### src/rtl/tdh_pkg.sv
`timescale 1ns / 1ps
// ----------------------------------------------------------------------------
// tdh_pkg
// Shared constants, types and helpers of the timer deadline heap.
// ----------------------------------------------------------------------------
package tdh_pkg;

    localparam int CAPACITY    = 32;
    localparam int MAX_RESULTS = 32;
    localparam int IW          = (CAPACITY > 1) ? $clog2(CAPACITY) : 1;
    localparam int CW          = $clog2(CAPACITY + 1);
    localparam int LW          = IW + 2;
    localparam int NW          = $clog2(MAX_RESULTS + 1);
    localparam int TW          = 48;

    localparam logic [1:0] CMD_ADD    = 2'd0;
    localparam logic [1:0] CMD_CANCEL = 2'd1;
    localparam logic [1:0] CMD_TICK   = 2'd2;

    localparam logic [1:0] KIND_ADD    = 2'd0;
    localparam logic [1:0] KIND_CANCEL = 2'd1;
    localparam logic [1:0] KIND_EXPIRY = 2'd2;

    localparam logic [TW-1:0] TIME_MAX = '1;

    // Field order gives deadline-then-id ordering as one unsigned compare.
    typedef struct packed {
        logic [TW-1:0] dl;
        logic [31:0]   id;
    } t_key;

    function automatic logic [TW-1:0] sat_add(input logic [TW-1:0] a,
                                              input logic [TW-1:0] b);
        logic [TW:0] s;
        s = {1'b0, a} + {1'b0, b};
        return s[TW] ? TIME_MAX : s[TW-1:0];
    endfunction

    // Clamp current time minus deadline into 17-bit signed.
    function automatic logic [16:0] late_calc(input logic [TW-1:0] now,
                                              input logic [TW-1:0] dl);
        logic [TW-1:0] d;
        logic [16:0]   r;
        if (now >= dl) begin
            d = now - dl;
            r = (d > TW'(65535)) ? 17'd65535 : {1'b0, d[15:0]};
        end else begin
            d = dl - now;
            r = (d > TW'(65536)) ? 17'h10000 : (17'd0 - d[16:0]);
        end
        return r;
    endfunction

endpackage

### src/rtl/timer_deadline_heap.sv
`timescale 1ns / 1ps
// ----------------------------------------------------------------------------
// timer_deadline_heap
// Timer scheduler over a deadline-ordered min-heap with add, cancel and tick.
//
// channel   dir  fields
// s_axis    in   tuser: cmd[1:0]; tdata: interval[31:0], timer_id[63:32]
// m_axis    out  tuser: kind[1:0]; tdata: result_id, ok, lateness; tlast: last
// cfg       in   i_cfg_we / i_cfg_wdata: tolerance[15:0]
//
// One command at a time; s_axis_tready is high only when idle.
// Add sifts the new entry up the heap one level at a time. Cancel scans the entries
// in order and then does one sift. Tick works out the limit, then fires the due entries
// one at a time, each with a sift; all set by the single read port of the heap store and the one comparator.
// A result waits in the output register until taken; the sequencer holds.
// Reset clears time, id counter, entry count; tolerance returns to 1.
// ----------------------------------------------------------------------------
module timer_deadline_heap (
    input  logic        i_clk,
    input  logic        i_rst_n,
    input  logic        s_axis_tvalid,
    output logic        s_axis_tready,
    input  logic [63:0] s_axis_tdata,   // interval[31:0], timer_id[63:32]
    input  logic [1:0]  s_axis_tuser,   // cmd[1:0]
    output logic        m_axis_tvalid,
    input  logic        m_axis_tready,
    output logic [55:0] m_axis_tdata,   // result_id[31:0], ok[32], lateness[49:33]
    output logic [1:0]  m_axis_tuser,   // kind[1:0]
    output logic        m_axis_tlast,
    input  logic        i_cfg_we,
    input  logic [15:0] i_cfg_wdata
);
    localparam int IW = tdh_pkg::IW;
    localparam int CW = tdh_pkg::CW;
    localparam int LW = tdh_pkg::LW;
    localparam int NW = tdh_pkg::NW;
    localparam int TW = tdh_pkg::TW;

    localparam logic [3:0] S_IDLE    = 4'd0;
    localparam logic [3:0] S_UP_RD   = 4'd1;
    localparam logic [3:0] S_UP_CMP  = 4'd2;
    localparam logic [3:0] S_DN_L    = 4'd3;
    localparam logic [3:0] S_DN_LC   = 4'd4;
    localparam logic [3:0] S_DN_RC   = 4'd5;
    localparam logic [3:0] S_DN_DEC  = 4'd6;
    localparam logic [3:0] S_WR_FIN  = 4'd7;
    localparam logic [3:0] S_SC_RD   = 4'd8;
    localparam logic [3:0] S_SC_CHK  = 4'd9;
    localparam logic [3:0] S_RM_X    = 4'd10;
    localparam logic [3:0] S_TK_LIM  = 4'd11;
    localparam logic [3:0] S_TK_RD   = 4'd12;
    localparam logic [3:0] S_TK_CHK  = 4'd13;
    localparam logic [3:0] S_TK_FIRE = 4'd14;
    localparam logic [3:0] S_OUT     = 4'd15;

    logic [3:0]    r_state, n_state;
    logic [3:0]    r_ret, n_ret;
    logic [1:0]    r_op, n_op;
    logic [CW-1:0] r_cnt, n_cnt;
    logic [31:0]   r_nid, n_nid;
    logic [TW-1:0] r_now, n_now;
    logic [TW-1:0] r_limit, n_limit;
    logic [15:0]   r_tol;
    logic [IW-1:0] r_idx, n_idx;
    logic [IW-1:0] r_bidx, n_bidx;
    logic          r_moved, n_moved;
    logic          r_down, n_down;
    logic [NW-1:0] r_nfire, n_nfire;
    logic          r_pend, n_pend;
    logic [31:0]   r_tid, n_tid;
    logic [31:0]   r_pid, n_pid;
    logic [16:0]   r_plate, n_plate;
    tdh_pkg::t_key r_x, n_x;
    tdh_pkg::t_key r_best, n_best;
    tdh_pkg::t_key r_root, n_root;
    logic [1:0]    r_okind, n_okind;
    logic [31:0]   r_oid, n_oid;
    logic          r_ook, n_ook;
    logic [16:0]   r_olate, n_olate;
    logic          r_olast, n_olast;

    logic          we, re, lt;
    logic [IW-1:0] waddr, raddr;
    tdh_pkg::t_key wdata, rdata, cmp_a, cmp_b;
    logic [LW-1:0] lidx, ridx, cnt_x;
    logic [IW-1:0] pidx;
    logic [CW-1:0] cnt_dec;
    logic          due;

    tdh_ram u_ram (
        .i_clk   (i_clk),
        .i_we    (we),
        .i_waddr (waddr),
        .i_wdata (wdata),
        .i_re    (re),
        .i_raddr (raddr),
        .o_rdata (rdata)
    );

    tdh_cmp u_cmp (
        .i_a  (cmp_a),
        .i_b  (cmp_b),
        .o_lt (lt)
    );

    assign lidx    = {1'b0, r_idx, 1'b1};
    assign ridx    = lidx + LW'(1);
    assign cnt_x   = LW'(r_cnt);
    assign pidx    = IW'((r_idx - IW'(1)) >> 1);
    assign cnt_dec = r_cnt - CW'(1);
    assign due     = (r_nfire < NW'(tdh_pkg::MAX_RESULTS)) && !lt;

    assign s_axis_tready = (r_state == S_IDLE);
    assign m_axis_tvalid = (r_state == S_OUT);
    assign m_axis_tdata  = {6'd0, r_olate, r_ook, r_oid};
    assign m_axis_tuser  = r_okind;
    assign m_axis_tlast  = r_olast;

    always_comb begin
        cmp_a = r_x;
        cmp_b = rdata;
        case (r_state)
            S_DN_LC: begin
                cmp_a = rdata;
                cmp_b = r_x;
            end
            S_DN_RC: begin
                cmp_a = rdata;
                cmp_b = r_best;
            end
            S_TK_CHK: begin
                // deadline within limit when the limit key is not before it
                cmp_a = {r_limit, 32'hFFFF_FFFF};
                cmp_b = rdata;
            end
            default: begin
                cmp_a = r_x;
                cmp_b = rdata;
            end
        endcase
    end

    always_comb begin
        n_state = r_state;  n_ret = r_ret;    n_op = r_op;
        n_cnt = r_cnt;      n_nid = r_nid;    n_now = r_now;
        n_limit = r_limit;  n_idx = r_idx;    n_bidx = r_bidx;
        n_moved = r_moved;  n_down = r_down;  n_nfire = r_nfire;
        n_pend = r_pend;    n_tid = r_tid;    n_pid = r_pid;
        n_plate = r_plate;  n_x = r_x;        n_best = r_best;
        n_root = r_root;    n_okind = r_okind; n_oid = r_oid;
        n_ook = r_ook;      n_olate = r_olate; n_olast = r_olast;
        we = 1'b0;  waddr = r_idx;  wdata = r_x;
        re = 1'b0;  raddr = r_idx;
        case (r_state)
            S_IDLE: begin
                if (s_axis_tvalid) begin
                    n_op    = s_axis_tuser;
                    n_tid   = s_axis_tdata[63:32];
                    n_olate = '0;
                    n_olast = 1'b1;
                    n_ret   = S_IDLE;
                    case (s_axis_tuser)
                        tdh_pkg::CMD_ADD: begin
                            n_okind = tdh_pkg::KIND_ADD;
                            if (r_cnt >= CW'(tdh_pkg::CAPACITY)) begin
                                n_oid   = '0;
                                n_ook   = 1'b0;
                                n_state = S_OUT;
                            end else begin
                                n_oid   = r_nid;
                                n_ook   = 1'b1;
                                n_x     = {tdh_pkg::sat_add(r_now,
                                            TW'(s_axis_tdata[31:0])), r_nid};
                                n_idx   = IW'(r_cnt);
                                n_cnt   = r_cnt + CW'(1);
                                n_nid   = r_nid + 32'd1;
                                n_moved = 1'b0;
                                n_down  = 1'b0;
                                n_state = S_UP_RD;
                            end
                        end
                        tdh_pkg::CMD_CANCEL: begin
                            n_okind = tdh_pkg::KIND_CANCEL;
                            n_oid   = s_axis_tdata[63:32];
                            n_idx   = '0;
                            n_state = S_SC_RD;
                        end
                        tdh_pkg::CMD_TICK: begin
                            n_now   = tdh_pkg::sat_add(r_now, TW'(1));
                            n_nfire = '0;
                            n_pend  = 1'b0;
                            n_state = S_TK_LIM;
                        end
                        default: n_state = S_IDLE;
                    endcase
                end
            end
            S_TK_LIM: begin
                n_limit = tdh_pkg::sat_add(r_now, TW'(r_tol));
                n_state = S_TK_RD;
            end
            S_UP_RD: begin
                if (r_idx == '0) begin
                    n_state = (r_down && !r_moved) ? S_DN_L : S_WR_FIN;
                end else begin
                    re      = 1'b1;
                    raddr   = pidx;
                    n_state = S_UP_CMP;
                end
            end
            S_UP_CMP: begin
                if (lt) begin
                    we      = 1'b1;
                    wdata   = rdata;
                    n_idx   = pidx;
                    n_moved = 1'b1;
                    n_state = S_UP_RD;
                end else begin
                    n_state = (r_down && !r_moved) ? S_DN_L : S_WR_FIN;
                end
            end
            S_DN_L: begin
                if (lidx >= cnt_x) begin
                    n_state = S_WR_FIN;
                end else begin
                    re      = 1'b1;
                    raddr   = IW'(lidx);
                    n_state = S_DN_LC;
                end
            end
            S_DN_LC: begin
                n_best = lt ? rdata : r_x;
                n_bidx = lt ? IW'(lidx) : r_idx;
                if (ridx < cnt_x) begin
                    re      = 1'b1;
                    raddr   = IW'(ridx);
                    n_state = S_DN_RC;
                end else begin
                    n_state = S_DN_DEC;
                end
            end
            S_DN_RC: begin
                if (lt) begin
                    n_best = rdata;
                    n_bidx = IW'(ridx);
                end
                n_state = S_DN_DEC;
            end
            S_DN_DEC: begin
                if (r_bidx == r_idx) begin
                    n_state = S_WR_FIN;
                end else begin
                    we      = 1'b1;
                    wdata   = r_best;
                    n_idx   = r_bidx;
                    n_state = S_DN_L;
                end
            end
            S_WR_FIN: begin
                we      = 1'b1;
                wdata   = r_x;
                n_state = (r_op == tdh_pkg::CMD_TICK) ? S_TK_RD : S_OUT;
            end
            S_SC_RD: begin
                if (CW'(r_idx) >= r_cnt) begin
                    n_ook   = 1'b0;
                    n_state = S_OUT;
                end else begin
                    re      = 1'b1;
                    raddr   = r_idx;
                    n_state = S_SC_CHK;
                end
            end
            S_SC_CHK: begin
                if (rdata.id == r_tid) begin
                    n_ook   = 1'b1;
                    n_cnt   = cnt_dec;
                    n_moved = 1'b0;
                    n_down  = 1'b1;
                    if (CW'(r_idx) == cnt_dec) begin
                        n_state = S_OUT;
                    end else begin
                        re      = 1'b1;
                        raddr   = IW'(cnt_dec);
                        n_state = S_RM_X;
                    end
                end else if (CW'(r_idx) + CW'(1) >= r_cnt) begin
                    // scan done without a match
                    n_ook   = 1'b0;
                    n_state = S_OUT;
                end else begin
                    n_idx   = r_idx + IW'(1);
                    n_state = S_SC_RD;
                end
            end
            S_RM_X: begin
                n_x     = rdata;
                n_state = S_UP_RD;
            end
            S_TK_RD: begin
                if (r_cnt == '0) begin
                    if (r_pend) begin
                        n_okind = tdh_pkg::KIND_EXPIRY;
                        n_oid   = r_pid;
                        n_ook   = 1'b1;
                        n_olate = r_plate;
                        n_olast = 1'b1;
                        n_pend  = 1'b0;
                        n_ret   = S_IDLE;
                        n_state = S_OUT;
                    end else begin
                        n_state = S_IDLE;
                    end
                end else begin
                    re      = 1'b1;
                    raddr   = '0;
                    n_state = S_TK_CHK;
                end
            end
            S_TK_CHK: begin
                n_root = rdata;
                if (r_pend) begin
                    // emit the held expiry now that the next one is known
                    n_okind = tdh_pkg::KIND_EXPIRY;
                    n_oid   = r_pid;
                    n_ook   = 1'b1;
                    n_olate = r_plate;
                    n_olast = !due;
                    n_pend  = 1'b0;
                    n_ret   = due ? S_TK_FIRE : S_IDLE;
                    n_state = S_OUT;
                end else begin
                    n_state = due ? S_TK_FIRE : S_IDLE;
                end
            end
            S_TK_FIRE: begin
                n_pid   = r_root.id;
                n_plate = tdh_pkg::late_calc(r_now, r_root.dl);
                n_pend  = 1'b1;
                n_nfire = r_nfire + NW'(1);
                n_cnt   = cnt_dec;
                n_idx   = '0;
                n_moved = 1'b0;
                n_down  = 1'b1;
                if (cnt_dec == '0) begin
                    n_state = S_TK_RD;
                end else begin
                    re      = 1'b1;
                    raddr   = IW'(cnt_dec);
                    n_state = S_RM_X;
                end
            end
            S_OUT: begin
                if (m_axis_tready) begin
                    n_state = r_ret;
                    n_ret   = S_IDLE;
                end
            end
            default: n_state = S_IDLE;
        endcase
    end

    always_ff @(posedge i_clk) begin
        if (!i_rst_n) begin
            r_state <= S_IDLE;
            r_ret   <= S_IDLE;
            r_cnt   <= '0;
            r_nid   <= '0;
            r_now   <= '0;
            r_tol   <= 16'd1;
            r_pend  <= 1'b0;
            r_nfire <= '0;
        end else begin
            r_state <= n_state;
            r_ret   <= n_ret;
            r_cnt   <= n_cnt;
            r_nid   <= n_nid;
            r_now   <= n_now;
            r_pend  <= n_pend;
            r_nfire <= n_nfire;
            if (i_cfg_we) begin
                r_tol <= i_cfg_wdata;
            end
        end
    end

    always_ff @(posedge i_clk) begin
        r_op    <= n_op;
        r_limit <= n_limit;
        r_idx   <= n_idx;
        r_bidx  <= n_bidx;
        r_moved <= n_moved;
        r_down  <= n_down;
        r_tid   <= n_tid;
        r_pid   <= n_pid;
        r_plate <= n_plate;
        r_x     <= n_x;
        r_best  <= n_best;
        r_root  <= n_root;
        r_okind <= n_okind;
        r_oid   <= n_oid;
        r_ook   <= n_ook;
        r_olate <= n_olate;
        r_olast <= n_olast;
    end
endmodule

### src/rtl/tdh_ram.sv
`timescale 1ns / 1ps
// ----------------------------------------------------------------------------
// tdh_ram
// Heap entry store: one write port, one read port with registered data.
// ----------------------------------------------------------------------------
module tdh_ram (
    input  logic                i_clk,
    input  logic                i_we,
    input  logic [tdh_pkg::IW-1:0] i_waddr,
    input  tdh_pkg::t_key       i_wdata,
    input  logic                i_re,
    input  logic [tdh_pkg::IW-1:0] i_raddr,
    output tdh_pkg::t_key       o_rdata
);
    tdh_pkg::t_key r_mem [tdh_pkg::CAPACITY];
    tdh_pkg::t_key r_rdata;

    always_ff @(posedge i_clk) begin
        if (i_we) begin
            r_mem[i_waddr] <= i_wdata;
        end
        if (i_re) begin
            r_rdata <= r_mem[i_raddr];
        end
    end

    assign o_rdata = r_rdata;
endmodule

### src/rtl/tdh_cmp.sv
`timescale 1ns / 1ps
// ----------------------------------------------------------------------------
// tdh_cmp
// Shared ordering unit: a before b by deadline, then by lower id.
// ----------------------------------------------------------------------------
module tdh_cmp (
    input  tdh_pkg::t_key i_a,
    input  tdh_pkg::t_key i_b,
    output logic          o_lt
);
    always_comb begin
        if (i_a.dl != i_b.dl) begin
            o_lt = i_a.dl < i_b.dl;
        end else begin
            o_lt = i_a.id < i_b.id;
        end
    end
endmodule

### config.mk
export PLATFORM = sky130hd
export DESIGN_NAME = timer_deadline_heap
export DESIGN_NICKNAME = d
export VERILOG_FILES = /design/src/rtl/tdh_pkg.sv /design/src/rtl/timer_deadline_heap.sv /design/src/rtl/tdh_ram.sv /design/src/rtl/tdh_cmp.sv
export SDC_FILE = /design/constraint.sdc
export NUM_CORES = 2
export LEC_CHECK = 0
export BUFFER_PORTS_ARGS = -buffer_cell sky130_fd_sc_hd__buf_4
export CAP_MARGIN = 20
export CORE_MARGIN = 5
export CORE_UTILIZATION = 45
export CTS_CLUSTER_SIZE = 8
export DETAILED_ROUTE_END_ITERATION = 10
export PLACE_DENSITY_LB_ADDON = 0.15
export SLEW_MARGIN = 15
export SYNTH_ARGS = -nofsm -noshare
export SYNTH_HDL_FRONTEND = slang
export SYNTH_HIERARCHICAL = 1
export SYNTH_SLANG_ARGS = --single-unit
### constraint.sdc
create_clock -name i_clk -period 11.1 [get_ports i_clk]
set_input_delay 2.22 -clock i_clk [delete_from_list [all_inputs] [get_ports i_clk]]
set_output_delay 2.22 -clock i_clk [all_outputs]
set_load 0.01 [all_outputs]
* Word-level counts from Yosys, hierarchy flattened
Memories as Yosys holds them, arrays and structs flattened. A register that Yosys moved wholly into a read port is not among the register bits. Index checks and enable logic that the tools add are counted.
Word-level totals: word-level logic and storage cells 258, output and inout port bits 61, RAM bits 2560, register bits 553, memories 1, bits of input ports 87
Operators by class: equality and inequality tests 40, reductions and logical operators 37, $add $sub $neg 14, muxes and demuxes 126, bitwise gates (word level) 1, order comparisons 11
Memories:
- u_ram.r_mem | words 32, width 80, rd ports 1, clocked after memory_dff 1, write ports 1, RTL line tdh_ram.sv:15 | tdh_pkg::t_key r_mem [tdh_pkg::CAPACITY];
Operators by type and width (count):
- one-hot mux 80 bit (2 select lines) | 5
- 2-to-1 mux 80 bit | 6
- 2-to-1 mux 32 bit | 4
- 2-to-1 mux 48 bit | 2
- one-hot mux 32 bit (3 select lines) | 1
- subtractor 48 bit | 2
- 2-to-1 mux 17 bit | 5
- 2-to-1 mux 5 bit | 15
- one-hot mux 32 bit (2 select lines) | 1
- one-hot mux 4 bit (16 select lines) | 1
- 2-to-1 mux 4 bit | 13
- one-hot mux 17 bit (3 select lines) | 1
- adder 48 x 1 -> 49 bit, second input constant | 1
- adder 48 x 16 -> 49 bit | 1
- adder 48 x 32 -> 49 bit | 1
- >= comparator 48 bit | 1
- greater-than comparator 48 x 16 -> 1 bit, second input constant | 1
- greater-than comparator 48 x 17 -> 1 bit, second input constant | 1
- < comparator 48 bit | 1
- inequality test 48 bit | 1
- 2-to-1 mux 6 bit | 6
- 2-to-1 mux 1 bit | 34
- adder 32 x 1 -> 32 bit, second input constant | 1
- == test 32 bit | 1
- other kinds (59) | 123

* Depth between registers and ports, before layout
depth in word-level cells 10, depth in mapped cells 27, gate-level depth less buffers 23

* Hierarchy
Netlist, hierarchy kept.
By module, submodules not included:
- tdh_ram | seq. area each 79276.0 um^2, area each 99738.2 um^2, times used 1, cells each 4669
- timer_deadline_heap | seq. area each 15374.7 um^2, area each 38642.1 um^2, times used 1, cells each 4282
- tdh_cmp | seq. area each 0.0 um^2, area each 1979.4 um^2, times used 1, cells each 276

* Least setup slack after synthesis
Ideal clock, no wire load.
path type flip-flop to flip-flop, start register r_state[2], end memory u_ram/r_mem[28][0] (netlist name), enable pin, path buffers 6, clock period less this slack 11150 ps, stages on the path, launching flop included 25, arrival 10631 ps, data required time 10581 ps, library setup time 519 ps, slack -50 ps, cells stage by stage dfxtp_1 buf_2 inv_1 nor2_1 nand2_1 inv_1 nand2_1 clkinv_1 clkbuf_1 a22oi_1 nand2_1 ha_1 a21oi_1 a21oi_1 a2111oi_0 o211ai_1 o21ai_0 clkbuf_1 buf_1 buf_1 nand2_1 a21oi_1 or3b_2 clkbuf_1 nor2_1
RTL lines:
- start: declaration | RTL line timer_deadline_heap.sv:56 | logic [3:0] r_state, n_state;
- start signal: assignment | RTL line timer_deadline_heap.sv:374 | r_state <= n_state;
- end: declaration | RTL line tdh_ram.sv:15

==> flow_metrics.py <==
metrics = {
    "status": {
        "status": "complete, no violations",
    },
    "placement": {
        "postPlaceCellArea_um2": 147000,
        "place_hpwl_um": 289000,
        "port_buffers": 141,
        "gp_routability_congestion": 0.930,
        "pre_cts_ws_ns": 2.49,
    },
    "setup_path": {
        "reg2reg_setup_slack_ns": 2.29,
        "startpoint_type": "register",
        "crit_type": "reg -> reg",
        "cp-endpoint": "u_ram/r_mem[14][74]",
        "crit_top_cell": "nand2_1",
        "crit_arrival_ns": 9.30,
        "endpoint_kind": "register",
        "rr_worst_depth": 20,
        "crit_chain": "inv_1, nor2_1, nand2_1, inv_2, nand2_1, inv_6, buf_4, a22oi_1, nand2_1, ha_1, a21oi_1, a211oi_1, a2111oi_0, o211ai_1, o21ai_4, nand2_1, a21oi_1, nand3b_1, nor2_4, buf_12",
        "critical_path.max_stage_delay_ns": 0.99,
        "crit_start": "r_state[2]",
        "crit_fanout": 68,
        "r2r_start": "r_state[2]",
        "cp.required_ns": 11.59,
        "reg2reg_to": "u_ram/r_mem[14][74]",
        "crit_slowest_cell": "nor2_4",
    },
    "grt": {
        "busiest_layer": "met2",
        "grt_pass1_wl_um": 659000,
        "track_usage": 0.283,
        "use_met2": 0.443,
        "gr-usage-met3": 0.0486,
        "gr-total-overflow": 0,
        "grt_antenna_before_repair": 20,
        "grt_pass1_vias": 86000,
        "gr-usage-met1": 0.413,
        "grt_max_degree": 119,
    },
    "drt": {
        "via_per_inst": 6.41,
        "wl_per_cell_um": 34.2,
        "finalWirelength_um": 471000,
        "drt_iter0_drc": 11800,
        "drtAntennaViolNets": 0,
        "vias": 88400,
        "drc_errors": 0,
        "drt_first_pass_iters": 6,
    },
    "logic_synthesis": {
        "syn_area_per_cell_um2": 15.2,
        "seq_area_frac_synth": 0.674,
        "synth_top_area_cell": "edfxtp_1",
        "synth_area_leaders": "edfxtp_1 (66%), mux2i_1 (5.3%), mux4_2 (5.3%), a22oi_1 (2.5%), ha_1 (2.3%)",
        "synth_top_area_share": 0.658,
        "yosys-top-cells-count": "edfxtp_1 (3,076), mux2i_1 (747), nand2_1 (638)",
        "yosys_most_used_dff": "edfxtp_1",
        "async_reset_ff_frac": 0,
        "syn_area_um2": 140000,
        "synth.distinct_cells": 109,
        "synth-seq-cells": 3190,
        "ys_warn_count": 6,
        "yosysMostFrequentCell": "edfxtp_1",
        "syn_inst": 9227,
        "synth_edf_count": 3076,
    },
    "cts": {
        "clock-sinks": 3190,
        "cts_htree_levels": 5,
        "clk_latency_ns": 0.98,
        "cts_max_path_buffers": 4,
        "clk_pin_slew_ns": 0.05,
        "cts_resized": 0,
        "cts.root.buffer_cell": "clkbuf_16",
        "tritoncts": "built",
        "numCtsBuffers": 439,
        "post-cts-setup-buffers": 0,
        "cts_hold_buf": 0,
    },
    "die": {
        "num_rows": 205,
        "io_pins": 148,
        "coreArea_um2": 311000,
        "die_h_um": 568,
        "fp.dieArea_um2": 323000,
        "start_util": 0.451,
        "die_w_um": 568,
    },
    "sta": {
        "rsz0062_at_grt": "no",
        "layout_min_cycle_time_ns": 8.81,
        "drv_slew": 0,
        "setup_viol": 0,
        "finClkSkew_ns": 0.118,
        "holdWs_ns": 0.413,
        "fin_crit_sh": 0.794,
        "fmax_mhz": 114,
        "setup_ws_ns": 2.29,
        "slew_headroom": 0.190,
        "max_slew.worst_pin.slew_ns": 1.21,
        "finalHoldViolCount": 0,
    },
    "cells_and_area": {
        "fillCellCount": 25600,
        "nets": 9893,
        "finalInstanceArea_um2": 159000,
        "area_delta_synth_final_pct": 13.5,
        "drive_gt1_frac": 0.153,
    },
    "power": {
        "p_leak_uw": 0.0541,
        "power_density_nw_per_um2": 312,
        "power.total_uw": 49600,
        "worst_ir_drop_vdd_v": 0.000478,
    },
    "job": {
        "maxCapViolCount": 0,
    },
    "worst_hold_path": {
        "holdPathStages": 0,
        "hold_class": "reg -> reg",
    },
}
## flip-flops by register name (all words and copies together) (netlist names), 32 cells and up
signal	flops
u_ram/o_rdata	80
r_x	80
r_best	80
r_nid	32
r_pid	32
r_root	80
r_now	48
r_tid	32
u_ram/r_mem	2560
r_oid	32
r_limit	48
## cell type report
type	count	area, um^2	area share
inverter	229	867	0.00544
timing repair buffer	407	3860	0.0242
tap	4140	5180	0.0325
sequential	3190	94700	0.594
multi-input combinational	5277	42800	0.269
clock buffer	505	11300	0.0707
antenna	5	12.5	0.0000785
clock inverter	30	666	0.00418
## worst max-delay path: cells and delay by family, from the launching register on
family	cells	cell delay [ns]
buffers and inverters	5	2.18
AOI/OAI and AO/OA	7	2.00
DFF	1	0.49
and+or+nand+nor	7	2.99
adders and majority gates	1	0.26
## routing by layer
metal | vias to the layer above | part of all wire
li1 | 36900 | -
met1 | 46100 | 0.42
met2 | 4568 | 0.46
met3 | 759 | 0.090
met4 | 8 | 0.029
met5 | - | 0.00011
## stage by stage
stage                     utilization  TNS (ns)  instances
after floorplan                     -    -30.44       9232
after global placement          0.471         0      13200
after detailed placement        0.473         0      13200
after CTS                       0.511         0      13800
after global routing            0.512         0      13800
final                           0.512         0      13800
## kinds of logic (layout without fill, tap and decap cells)
group,Yosys count,in the layout,synth area share
compound gates,1761,1761,0.0856
xor+xnor,245,245,0.0153
fa+ha+maj,262,262,0.0236
buf+inv,765,1171,0.0248
flops,3190,3190,0.674
mux,1163,1163,0.113
other cells,1,11,0.0000267
simple gates,1840,1840,0.0632
## report_power, final
group          internal [uW]  switching [uW]
registers              15900             849
clock network           7060            4940
logic                   7680           13300
total                  30600           19000
## cell usage in the layout (no fill, tap or decap), types with 127 or more instances in the layout
master	instances
mux4_2	330
xnor2_1	127
mux2i_1	747
o21ai_0	274
clkbuf_16	440
a22oi_1	469
nor2_1	303
a21oi_1	369
buf_4	331
nand2_1	637
edfxtp_1	3076
ha_1	257
inv_1	220
nand3_1	272
## how the worst min path moves through the flow
stage,from,endpoint,slack [ns]
final,r_root[17],r_pid[17],0.41
after global routing,r_root[5],r_pid[5],0.42
after CTS,r_root[17],r_pid[17],0.41
after detailed placement,r_root[17],r_pid[17],0.40
after global placement,r_root[10],r_pid[10],0.40
after floorplan,r_root[0],r_pid[0],0.40
No activity file was read; power rests on OpenSTA's default activity.
